<file path="config.mk">
export PLATFORM = sky130hd
export DESIGN_NAME = psat_scan
export DESIGN_NICKNAME = d
export VERILOG_FILES = /design/src/rtl/psat_pkg.sv /design/src/rtl/psat_scan.sv
export SDC_FILE = /design/constraint.sdc
export NUM_CORES = 1
export LEC_CHECK = 0
export BUFFER_PORTS_ARGS = -buffer_cell sky130_fd_sc_hd__buf_4
export CORE_AREA = 4 4 230 232
export CTS_BUF_LIST = sky130_fd_sc_hd__clkbuf_8
export CTS_CLUSTER_DIAMETER = 50
export CTS_CLUSTER_SIZE = 28
export DETAILED_ROUTE_END_ITERATION = 8
export DIE_AREA = 0 0 234 236
export GPL_ROUTABILITY_DRIVEN = 0
export SLEW_MARGIN = 20
export SYNTH_ARGS = -nofsm -noshare
export SYNTH_HDL_FRONTEND = slang
export SYNTH_SLANG_ARGS = --single-unit
</file>
<file path="constraint.sdc">
create_clock -name clk_i -period 26.4 [get_ports clk_i]
set_input_delay 1.32 -clock clk_i [delete_from_list [all_inputs] [get_ports clk_i]]
set_output_delay 1.32 -clock clk_i [all_outputs]
set_load 0.01 [all_outputs]
</file>
<file path="src/rtl/psat_pkg.sv">
// ----------------------------------------------------------------------------
// psat_pkg
// Shared types, widths and helpers for the per-source attempt throttle.
// ----------------------------------------------------------------------------
package psat_pkg;

  // defaults for the table geometry
  localparam int unsigned BUCKET_BITS_DEF = 6;
  localparam int unsigned WAYS_DEF        = 4;

  // field widths
  localparam int unsigned KEY_W      = 64;
  localparam int unsigned TIME_W     = 32;
  localparam int unsigned CNT_W      = 16;
  localparam int unsigned WIN_W      = 31;
  localparam int unsigned HASH_W     = 16;
  localparam int unsigned V4_W       = 32;
  localparam int unsigned OP_W       = 2;
  localparam int unsigned VERD_W     = 2;
  localparam int unsigned CFG_IDX_W  = 2;
  localparam int unsigned CFG_DATA_W = 31;

  // leading word of the 6to4 prefix used for IPv4 sources
  localparam logic [HASH_W-1:0] SIXTOFOUR_WORD = 16'h2002;

  typedef enum logic [OP_W-1:0] {
    OP_CHECK  = 2'd0,
    OP_EXPIRE = 2'd1,
    OP_CLEAR  = 2'd2,
    OP_NOP    = 2'd3
  } op_e;

  typedef enum logic [CFG_IDX_W-1:0] {
    CFG_SRC_LIMIT = 2'd0,
    CFG_WINDOW    = 2'd1,
    CFG_GLB_LIMIT = 2'd2
  } cfg_idx_e;

  typedef enum logic [VERD_W-1:0] {
    VERD_OK  = 2'd0,
    VERD_SRC = 2'd1,
    VERD_GLB = 2'd2
  } verdict_e;

  typedef enum logic [2:0] {
    ST_INIT,
    ST_IDLE,
    ST_RD,
    ST_SCAN,
    ST_COMMIT,
    ST_EXP_RD,
    ST_EXP_WR,
    ST_RESP
  } state_e;

  // canonical 64-bit source key
  function automatic logic [KEY_W-1:0] make_key(input logic            is_v4,
                                                input logic [KEY_W-1:0] prefix,
                                                input logic [V4_W-1:0]  v4);
    logic [KEY_W-1:0] k;
    if (is_v4) begin
      k = {SIXTOFOUR_WORD, v4, {HASH_W{1'b0}}};
    end else begin
      k = prefix;
    end
    return k;
  endfunction

  // XOR of the four big-endian 16-bit words
  function automatic logic [HASH_W-1:0] fold_hash(input logic [KEY_W-1:0] key);
    return key[63:48] ^ key[47:32] ^ key[31:16] ^ key[15:0];
  endfunction

endpackage

</file>
<file path="src/rtl/psat_scan.sv">
// ----------------------------------------------------------------------------
// psat_scan
// Compares the ways of one bucket row against a key: finds the live hit,
// the first dead way and the oldest live way, and registers the outcome.
// ----------------------------------------------------------------------------
module psat_scan #(
  parameter int unsigned WAYS  = psat_pkg::WAYS_DEF,
  parameter int unsigned WAY_W = (WAYS > 1) ? $clog2(WAYS) : 1
) (
  input  logic                                   clk_i,
  input  logic                                   en_i,
  input  logic [psat_pkg::TIME_W-1:0]            now_i,
  input  logic [psat_pkg::WIN_W-1:0]             window_i,
  input  logic [psat_pkg::KEY_W-1:0]             key_i,
  input  logic [WAYS-1:0]                        valid_i,
  input  logic [WAYS-1:0][psat_pkg::KEY_W-1:0]   key_row_i,
  input  logic [WAYS-1:0][psat_pkg::TIME_W-1:0]  stamp_i,
  input  logic [WAYS-1:0][psat_pkg::CNT_W-1:0]   count_i,
  output logic                                   hit_o,
  output logic [WAY_W-1:0]                       hit_way_o,
  output logic [WAY_W-1:0]                       victim_way_o,
  output logic [psat_pkg::CNT_W-1:0]             hit_count_o
);
  import psat_pkg::*;

  logic [WAYS-1:0][TIME_W-1:0] age;
  logic [WAYS-1:0]             live;
  logic                        hit, have_free, have_old;
  logic [WAY_W-1:0]            hit_way, free_way, old_way;
  logic [TIME_W-1:0]           old_age;

  logic                        hit_q;
  logic [WAY_W-1:0]            hit_way_q, victim_way_q;
  logic [CNT_W-1:0]            hit_count_q;

  // per-way age and liveness
  always_comb begin
    for (int w = 0; w < WAYS; w++) begin
      age[w]  = now_i - stamp_i[w];
      live[w] = valid_i[w] && (age[w] < {1'b0, window_i});
    end
  end

  // first live match, first dead way, oldest live way (first of equals)
  always_comb begin
    hit       = 1'b0;
    hit_way   = '0;
    have_free = 1'b0;
    free_way  = '0;
    have_old  = 1'b0;
    old_way   = '0;
    old_age   = '0;
    for (int w = 0; w < WAYS; w++) begin
      if (!hit && live[w] && (key_row_i[w] == key_i)) begin
        hit     = 1'b1;
        hit_way = WAY_W'(w);
      end
      if (!have_free && !live[w]) begin
        have_free = 1'b1;
        free_way  = WAY_W'(w);
      end
      if (live[w] && (!have_old || (age[w] > old_age))) begin
        have_old = 1'b1;
        old_way  = WAY_W'(w);
        old_age  = age[w];
      end
    end
  end

  // outcome register
  always_ff @(posedge clk_i) begin
    if (en_i) begin
      hit_q        <= hit;
      hit_way_q    <= hit_way;
      victim_way_q <= have_free ? free_way : old_way;
      hit_count_q  <= count_i[hit_way];
    end
  end

  assign hit_o        = hit_q;
  assign hit_way_o    = hit_way_q;
  assign victim_way_o = victim_way_q;
  assign hit_count_o  = hit_count_q;

endmodule

</file>
# == Word-level counts from Yosys, hierarchy flattened ==
# Index checks and enable logic that the tools add are counted.
# W data, S select, Z words.
# word_totals
reg_bits,21
input_bits,581
out_inout_bits,21
wordCells,76
# classes
add_sub_neg,4
magnitude_cmp,8
eq_ne,4
muxes,25
reduce_logical,31
# ops
cell,count
$eq A64 B64 Y1,4
$lt A32 B31 Y1,4
$sub A32 B32 Y32,4
$gt A32 B32 Y1,3
$mux W32,3
$bmux W16 S2,1
$logic_and A1 B1 Y1,17
$mux W16,1
$mux W2,7
$mux W1,13
$logic_not A1 Y1,11
$logic_or A1 B1 Y1,3
$lt A2 B3 Y1 const B,1

# == Longest topological paths before layout ==
# Gate-level depths: netlist (run 1).
# logic_depth
depth_word,19
depth_mapped,57
mapped_depth_nobuf,54

# == Worst setup path after synthesis (run 1) ==
# Ideal clock, no wire load.
# synth_timing
path_kind,input to register
from,input stamp_i[4] (netlist name)
to,register victim_way_q[0] (netlist: victim_way_o[0]) (data pin)
setup_ps,261
arrival_time_ps,11010
required_ps,26139
setup_slack_ps,15129
stages,52
path_buffers,5
cell_sequence,inv_1 > ha_1 > a21o_1 > or3_1 > o21bai_4 > a21oi_1 > o31a_1 > or4_1 > nand3_1 > ha_1 > a21oi_1 > o21ai_0 > a211oi_1 > or3_1 > a31oi_1 > a211oi_2 > buf_6 > buf_2 > [... 16 more ...] > o21ai_0 > a211oi_1 > a221oi_1 > nand2_1 > a21boi_4 > buf_8 > mux2_4 > ha_1 > a21o_1 > a21o_1 > a21o_1 > a21o_1 > a21o_1 > a41oi_1 > nand3_1 > o21a_1 > o31ai_1 > a21oi_1
# synth_between
elab_chain_len,17
elab_cells_between_ends,37
cone_classes,add/sub (1); order compare (4); mux (17); reduce/logical (15)
# synth_rtl
element,line,text
"start, declared",psat_scan.sv:17,"input logic [WAYS-1:0][psat_pkg::TIME_W-1:0] stamp_i,"
$sub A32 B32 Y32 *,psat_scan.sv:39,age[w] = now_i - stamp_i[w];
$lt A32 B31 Y1,psat_scan.sv:40,"live[w] = valid_i[w] && (age[w] < {1'b0, window_i});"
$logic_and A1 B1 Y1,psat_scan.sv:40,
$mux W32 or $mux W1 (tied branches),psat_scan.sv:62,if (live[w] && (!have_old || (age[w] > old_age))) begin
$gt A32 B32 Y1 or $logic_not A1 Y1 (tied branches),psat_scan.sv:62,
$logic_or A1 B1 Y1,psat_scan.sv:62,
$logic_and A1 B1 Y1,psat_scan.sv:62,
$mux W32 or $mux W1 (tied branches),psat_scan.sv:62,
$gt A32 B32 Y1 or $logic_not A1 Y1 (tied branches),psat_scan.sv:62,
$logic_or A1 B1 Y1,psat_scan.sv:62,
$logic_and A1 B1 Y1,psat_scan.sv:62,
$mux W32 or $mux W1 (tied branches),psat_scan.sv:62,
$gt A32 B32 Y1 or $logic_not A1 Y1 (tied branches),psat_scan.sv:62,
$logic_or A1 B1 Y1,psat_scan.sv:62,
$logic_and A1 B1 Y1,psat_scan.sv:62,
$mux W2,psat_scan.sv:62,
$mux W2 *,psat_scan.sv:75,victim_way_q <= have_free ? free_way : old_way;
"end signal, assigned",psat_scan.sv:75,
"end, declared",psat_scan.sv:33,"logic [WAY_W-1:0] hit_way_q, victim_way_q;"
# Every way passes the cells marked *; elsewhere a longest branch is shown, timed or not.
# A chain may end at the register's enable or synchronous reset.

# == Worst setup path in the final report (run 1) ==
# layout_timing
from,input now_i[0] (netlist name)
to,register victim_way_q[0] (netlist: victim_way_o[0]) (data pin)
# layout_between
elab_chain_len,17
elab_cells_between_ends,49
cone_classes,add/sub (4); order compare (7); mux (17); reduce/logical (21)
# layout_rtl
element,line,text
"start, declared",psat_scan.sv:12,"input logic [psat_pkg::TIME_W-1:0] now_i,"
$sub A32 B32 Y32,psat_scan.sv:39,
$lt A32 B31 Y1,psat_scan.sv:40,
$logic_and A1 B1 Y1,psat_scan.sv:40,
$mux W32 or $mux W1 (tied branches),psat_scan.sv:62,
$gt A32 B32 Y1 or $logic_not A1 Y1 (tied branches),psat_scan.sv:62,
$logic_or A1 B1 Y1,psat_scan.sv:62,
$logic_and A1 B1 Y1,psat_scan.sv:62,
$mux W32 or $mux W1 (tied branches),psat_scan.sv:62,
$gt A32 B32 Y1 or $logic_not A1 Y1 (tied branches),psat_scan.sv:62,
$logic_or A1 B1 Y1,psat_scan.sv:62,
$logic_and A1 B1 Y1,psat_scan.sv:62,
$mux W32 or $mux W1 (tied branches),psat_scan.sv:62,
$gt A32 B32 Y1 or $logic_not A1 Y1 (tied branches),psat_scan.sv:62,
$logic_or A1 B1 Y1,psat_scan.sv:62,
$logic_and A1 B1 Y1,psat_scan.sv:62,
$mux W2,psat_scan.sv:62,
$mux W2 *,psat_scan.sv:75,
# Marks and branches as above.

==> results.md, run 1 <==
- Synth-to-Final Area Change: 31.3%
- Initial Utilization: between 30% and 40%
- Place WS: 12.39 ns
- First-pass GRT wire length: roughly 130000 µm
- Worst slew pin tran: about 1.2 ns
- Crit share post-route: between 50% and 60%
- Leading area contributor after synthesis: ha_1
- Finished Cell Area: 22200 µm²
- Worst-case clock buffer depth: 2
- CTS tree: done
- First-pass detailed-route iteration total: 6
- Port Buffers: between 600 and 700
- Die extent in x: ~230 µm
- Max Cap Violations: 0
- Minimum clock period: 13.64 ns
- Remaining antenna violation count: 0
- Slowest cell on crit path: a21boi_4
- CTS Buf Count: 3
- Setup Buffers After CTS: 0
- DRC: 0
- Fin. Hold Viols: 0
- Met3 routed WL: ~7500 µm
- Register area share after synthesis: 3.73%
- Sink Count: 21
- WL/cell: roughly 26 µm
- H-tree depth: 1
- Worst hold start: count_i[10]
- Die height: approximately 240 µm
- Critical path required time: 26.43 ns
- PwrDens: ~33 nW/µm²
- Mapped Area: approximately 17000 µm²
- Synth Register Bits: 21
- Post-Place Cell Area: 22100 µm²
- Status: finished clean
- Initial antenna violation count: 2
- Final Max Tran Viols: 0
- Mapped Cells: approximately 2300
- Post-CTS sizing: 0
- Total power: about 740 µW
- DRT iter0 DRCs: ~1600
- HPWL after DPL: around 80000 µm
- CP Max Fanout: 38
- Max Freq: roughly 73 MHz
- Leak: 10.9 nW
- RSZ-0062 raised after global routing: no
- Largest net degree at the start of global routing: 47
- Wire length on met2: 42700 µm
- Remaining Overflow, GRT: 0
- Final WS setup: about 13 ns
- Synth cell types: 92
- Worst path max stage delay: about 0.52 ns
- Core area: 51000 µm²
- Peak VDD IR: between 0.01 and 0.015 mV
- Post-synth EDFFs: 21
- Cell row count: 83
- Syn_area_per_cell: 7.48 µm²
- Ratio of cells with drive above 1 in the final layout: 22.9%
- Worst setup path class: primary input to register
- Clock-pin slew on the worst setup and hold paths: ~0.090 ns
- Vias: between 15000 and 20000
- Worst setup EP type: register
- WL met1: 36600 µm
- Max Used Layer: met5
- Detail-routed via count per cell: 5.63
- Clk root buf: clkbuf_8
- IO Pins: approximately 600
- # nets final: around 3800
- Top_reg_cell synth: edfxtp_1
- Syn. warnings: 0
- Fin Setup TNS: 0 ns
- Leading cell type by number of instances after synthesis: ha_1
- Vias in the first global route: about 20000
- Synth top cells by count: ha_1, inv_1, xnor2_1, a21oi_1, nor2_1
- Async set or reset register ratio after synthesis: 0%
- Hold EP: hit_count_o[10]$_DFFE_PP_
- WL final: between 90000 and 100000 µm
- Startpoint types: primary input
- Aggregate global-route resource usage: a little under a third
- Worst hold path type: primary input to register
- Top post-synthesis cells by area: ha_1, xnor2_1, xor2_1, inv_1, a21oi_1
- Die area: between 50000 and 60000 µm²
- CP arrival: between 10 and 15 ns
- Setup Viol. Count Final: 0
- WHS Path Cells: 3
- CTS Hold Buffers Added: 0
- Share of the synthesized area in the top cell type: 25.1%
- Relative slew slack: about a fifth
[through the flow]
| stage | cells | hold WS [ns] | util (%) |
|---|---|---|---|
| 2_1_floorplan | 2263 | 1.43 | - |
| 3_3_place_gp | 3517 | 1.64 | 43.4 |
| 3_5_place_dp | 3517 | 1.65 | 43.4 |
| 4_1_cts | 3521 | 1.36 | 43.5 |
| 5_1_grt | 3523 | 1.37 | 43.6 |
| 6_report | 3523 | 1.37 | 43.6 |
[where the power goes]
group | switching [mW] | internal, mW
combinational | 0.382 | 0.292
sequential | 0.000857 | 0.0395
clock | 0.0132 | 0.0106
total | 0.396 | 0.342
[area by class of cell]
cell class | count | area (µm²)
Fill cell | 5259 | 28800
Multi-Input combinational cell | 1943 | 15100
Timing Repair Buffer | 607 | 4580
Inverter | 267 | 1000
Tap cell | 680 | 851
Sequential cell | 21 | 631
Clock buffer | 3 | 41.3
Clock inverter | 1 | 5.00
Antenna cell | 1 | 2.50
[critical path, delay by kind of cell]
kind,cells,cell delay (ns)
buffers and inverters,8,1.38
AOI/OAI and AO/OA,27,6.37
and+or+nand+nor,11,2.27
adders and majority gates,6,1.59
muxes,2,0.69
[how the worst max path moves through the flow]
stage	from	to	slack (ns)	cells past startpoint
2_1_floorplan	stamp_i[4]	victim_way_o[0]$_DFFE_PP_	15.13	52
3_3_place_gp	now_i[0]	victim_way_o[0]$_DFFE_PP_	12.97	55
3_5_place_dp	now_i[0]	victim_way_o[0]$_DFFE_PP_	12.39	55
4_1_cts	now_i[0]	victim_way_o[0]$_DFFE_PP_	12.64	55
5_1_grt	now_i[0]	victim_way_o[0]$_DFFE_PP_	12.03	54
6_report	now_i[0]	victim_way_o[0]$_DFFE_PP_	12.76	54
[metal layers]
layer	track usage, %	vias up
li1	-	9415
met1	39.1	9370
met2	52.6	924
met3	6.56	140
met4	10.0	2
met5	0	-
[registers in the layout (all words and copies together), names as in the netlist]
signal        count
hit_way_o         2
hit_count_o      16
victim_way_o      2
hit_o             1
[cell usage in the layout (no fill, tap or decap), types with 35 or more instances in the layout]
master   instances
mux2i_1         47
inv_1          265
o21ai_0         97
xor2_1         141
o21a_1          39
a21o_1          84
nand2_1        120
nand4_1         83
nor2_1         144
buf_4          606
nand3_1         35
nor4_1          46
xnor2_1        201
a21oi_1        159
ha_1           340
[cells by family after synthesis]
| group | Yosys count | share of synthesized area [%] |
|---|---|---|
| flip-flops | 21 | 3.73 |
| AO/OA/AOI/OAI | 621 | 24.8 |
| XOR/XNOR | 342 | 17.7 |
| adder cells (fa/ha/maj) | 344 | 25.6 |
| multiplexers | 58 | 3.65 |
| AND/OR/NAND/NOR | 575 | 17.4 |
| other | 1 | 0.0222 |
| buffers and inverters | 299 | 7.11 |
Power figures use the tool's default switching activity.
==> run 2, diff against run 1 <==
==> constraint.sdc (replaced) <==
create_clock -name clk_i -period 13.5 [get_ports clk_i]
set_input_delay 0.675 -clock clk_i [delete_from_list [all_inputs] [get_ports clk_i]]
set_output_delay 0.675 -clock clk_i [all_outputs]
set_load 0.01 [all_outputs]
==> results.md, run 2 (same netlist as run 1, synthesis figures left out) <==
- Die extent in x: 234 µm
- Fin util: between 40% and 50%
- HPWL after DPL: around 83000 µm
- Die height: 236 µm
- DRT iter0 DRCs: between 1500 and 2000
- Port Buffers: between 600 and 700
- Peak VDD IR: 0.0339 mV
- First-pass GRT wire length: ~130000 µm
- Sink Count: 21
- Initial antenna violation count: 3
- Initial Utilization: between 30% and 40%
- Worst setup path class: primary input to register
- Worst hold path type: primary input to register
- Max Freq: around 80 MHz
- Clock-pin slew on the worst setup and hold paths: roughly 0.10 ns
- IO Pins: between 600 and 700
- Fin Setup TNS: 0 ns
- Vias in the first global route: between 20000 and 25000
- CP most frequent cell: o21a_1
- H-tree depth: 1
- CTS tree: done
- Die area: 55200 µm²
- Max reg flops: 16
- Fin. Hold Viols: 0
- Max Cap Violations: 0
- RSZ-0062 raised after global routing: no
- Setup Buffers After CTS: 0
- Finished Cell Area: 22200 µm²
- Vias: 20200
- CP Max Fanout: 38
- Core area: about 51000 µm²
- CTS Buf Count: 3
- Minimum clock period: between 10 and 15 ns
- WL/cell: around 26 µm
- CTS Hold Buffers Added: 0
- Worst-case clock buffer depth: 2
- Ratio of cells with drive above 1 in the final layout: around 23%
- Cell row count: 83
- Setup Viol. Count Final: 0
- CP delay by family, top: compound AO/OA/AOI/OAI gates
- Worst Path Buf+Inv: 7
- First-pass detailed-route iteration total: 6
- Commonest non-fill, non-tap cells in the layout: buf_4, ha_1, inv_1
- Clk root buf: clkbuf_8
- CP arrival: about 13 ns
- Remaining antenna violation count: 0
- DRC: 0
- PwrDens: ~66 nW/µm²
- Placed insts: ~3500
- Total power: around 1.5 mW
- Post-Place Cell Area: roughly 22000 µm²
- Largest net degree at the start of global routing: 39
- Relative slew slack: approximately a fifth
- Critical path required time: around 14 ns
- Synth-to-Final Area Change: 31.2%
- Worst path max stage delay: roughly 0.52 ns
- Worst setup EP type: register
- Remaining Overflow, GRT: 0
- # nets final: 3769
- WL final: 91800 µm
- Slowest cell on crit path: a21boi_4
- Leak: between 10 and 15 nW
- Post-CTS sizing: 0
- Worst slew pin tran: approximately 1.2 ns
- Startpoint types: primary input
- Crit share post-route: 92.8%
- Aggregate global-route resource usage: between 30% and 40%
- Status: finished clean
- Detail-routed via count per cell: 5.73
- Final Max Tran Viols: 0
- Cell Count, Final, Fillers Out: 3525
- Commonest non-fill, non-tap cell in the layout: buf_4
-- run 2: cell types whose count changed in the layout (fill, tap and decap cells not counted), sizes merged --
cell / delta
diode: +1
buf: +1
-- run 2: final cells by class --
| cell class | instances | area, µm² |
|---|---|---|
| clock inverters | 1 | 5.00 |
| well taps | 680 | 851 |
| flip-flops and latches | 21 | 631 |
| repair buffers | 608 | 4560 |
| inverters | 267 | 1000 |
| clock buffers | 3 | 41.3 |
| fillers | 5213 | 28800 |
| multi-input cells | 1943 | 15100 |
| diodes | 2 | 5.00 |
-- run 2: path summary, 6_finish.rpt --
kind              startpoint                   endpoint  cells past startpoint
setup / recovery    now_i[0]  victim_way_o[0]$_DFFE_PP_                     55
hold / removal    count_i[7]   hit_count_o[7]$_DFFE_PP_                      3
-- run 2: where the power goes --
part	switching (mW)	total [mW]	internal, mW
Sequential	0.00204	0.0793	0.0773
Clock	0.0247	0.0454	0.0207
Combinational	0.760	1.33	0.571
Total	0.787	1.46	0.669
-- run 2: metrics by stage --
| stage | setup slack, ns | hold WS [ns] |
|---|---|---|
| 2_1_floorplan | 2.87 | 0.787 |
| 3_3_place_gp | 1.33 | 0.997 |
| 3_5_place_dp | 0.899 | 1.01 |
| 4_1_cts | 1.13 | 0.720 |
| 5_1_grt | 0.0558 | 0.719 |
| 6_report | 0.969 | 0.724 |
-- run 2: routing by layer --
| layer | vias up | part of all wire, % | GRT usage, % |
|---|---|---|---|
| li1 | 9422 | - | - |
| met1 | 9559 | 39 | 38.7 |
| met2 | 1054 | 47 | 53.6 |
| met3 | 164 | 9.3 | 7.46 |
| met4 | 2 | 4.3 | 11.2 |
| met5 | - | 0.013 | 0 |
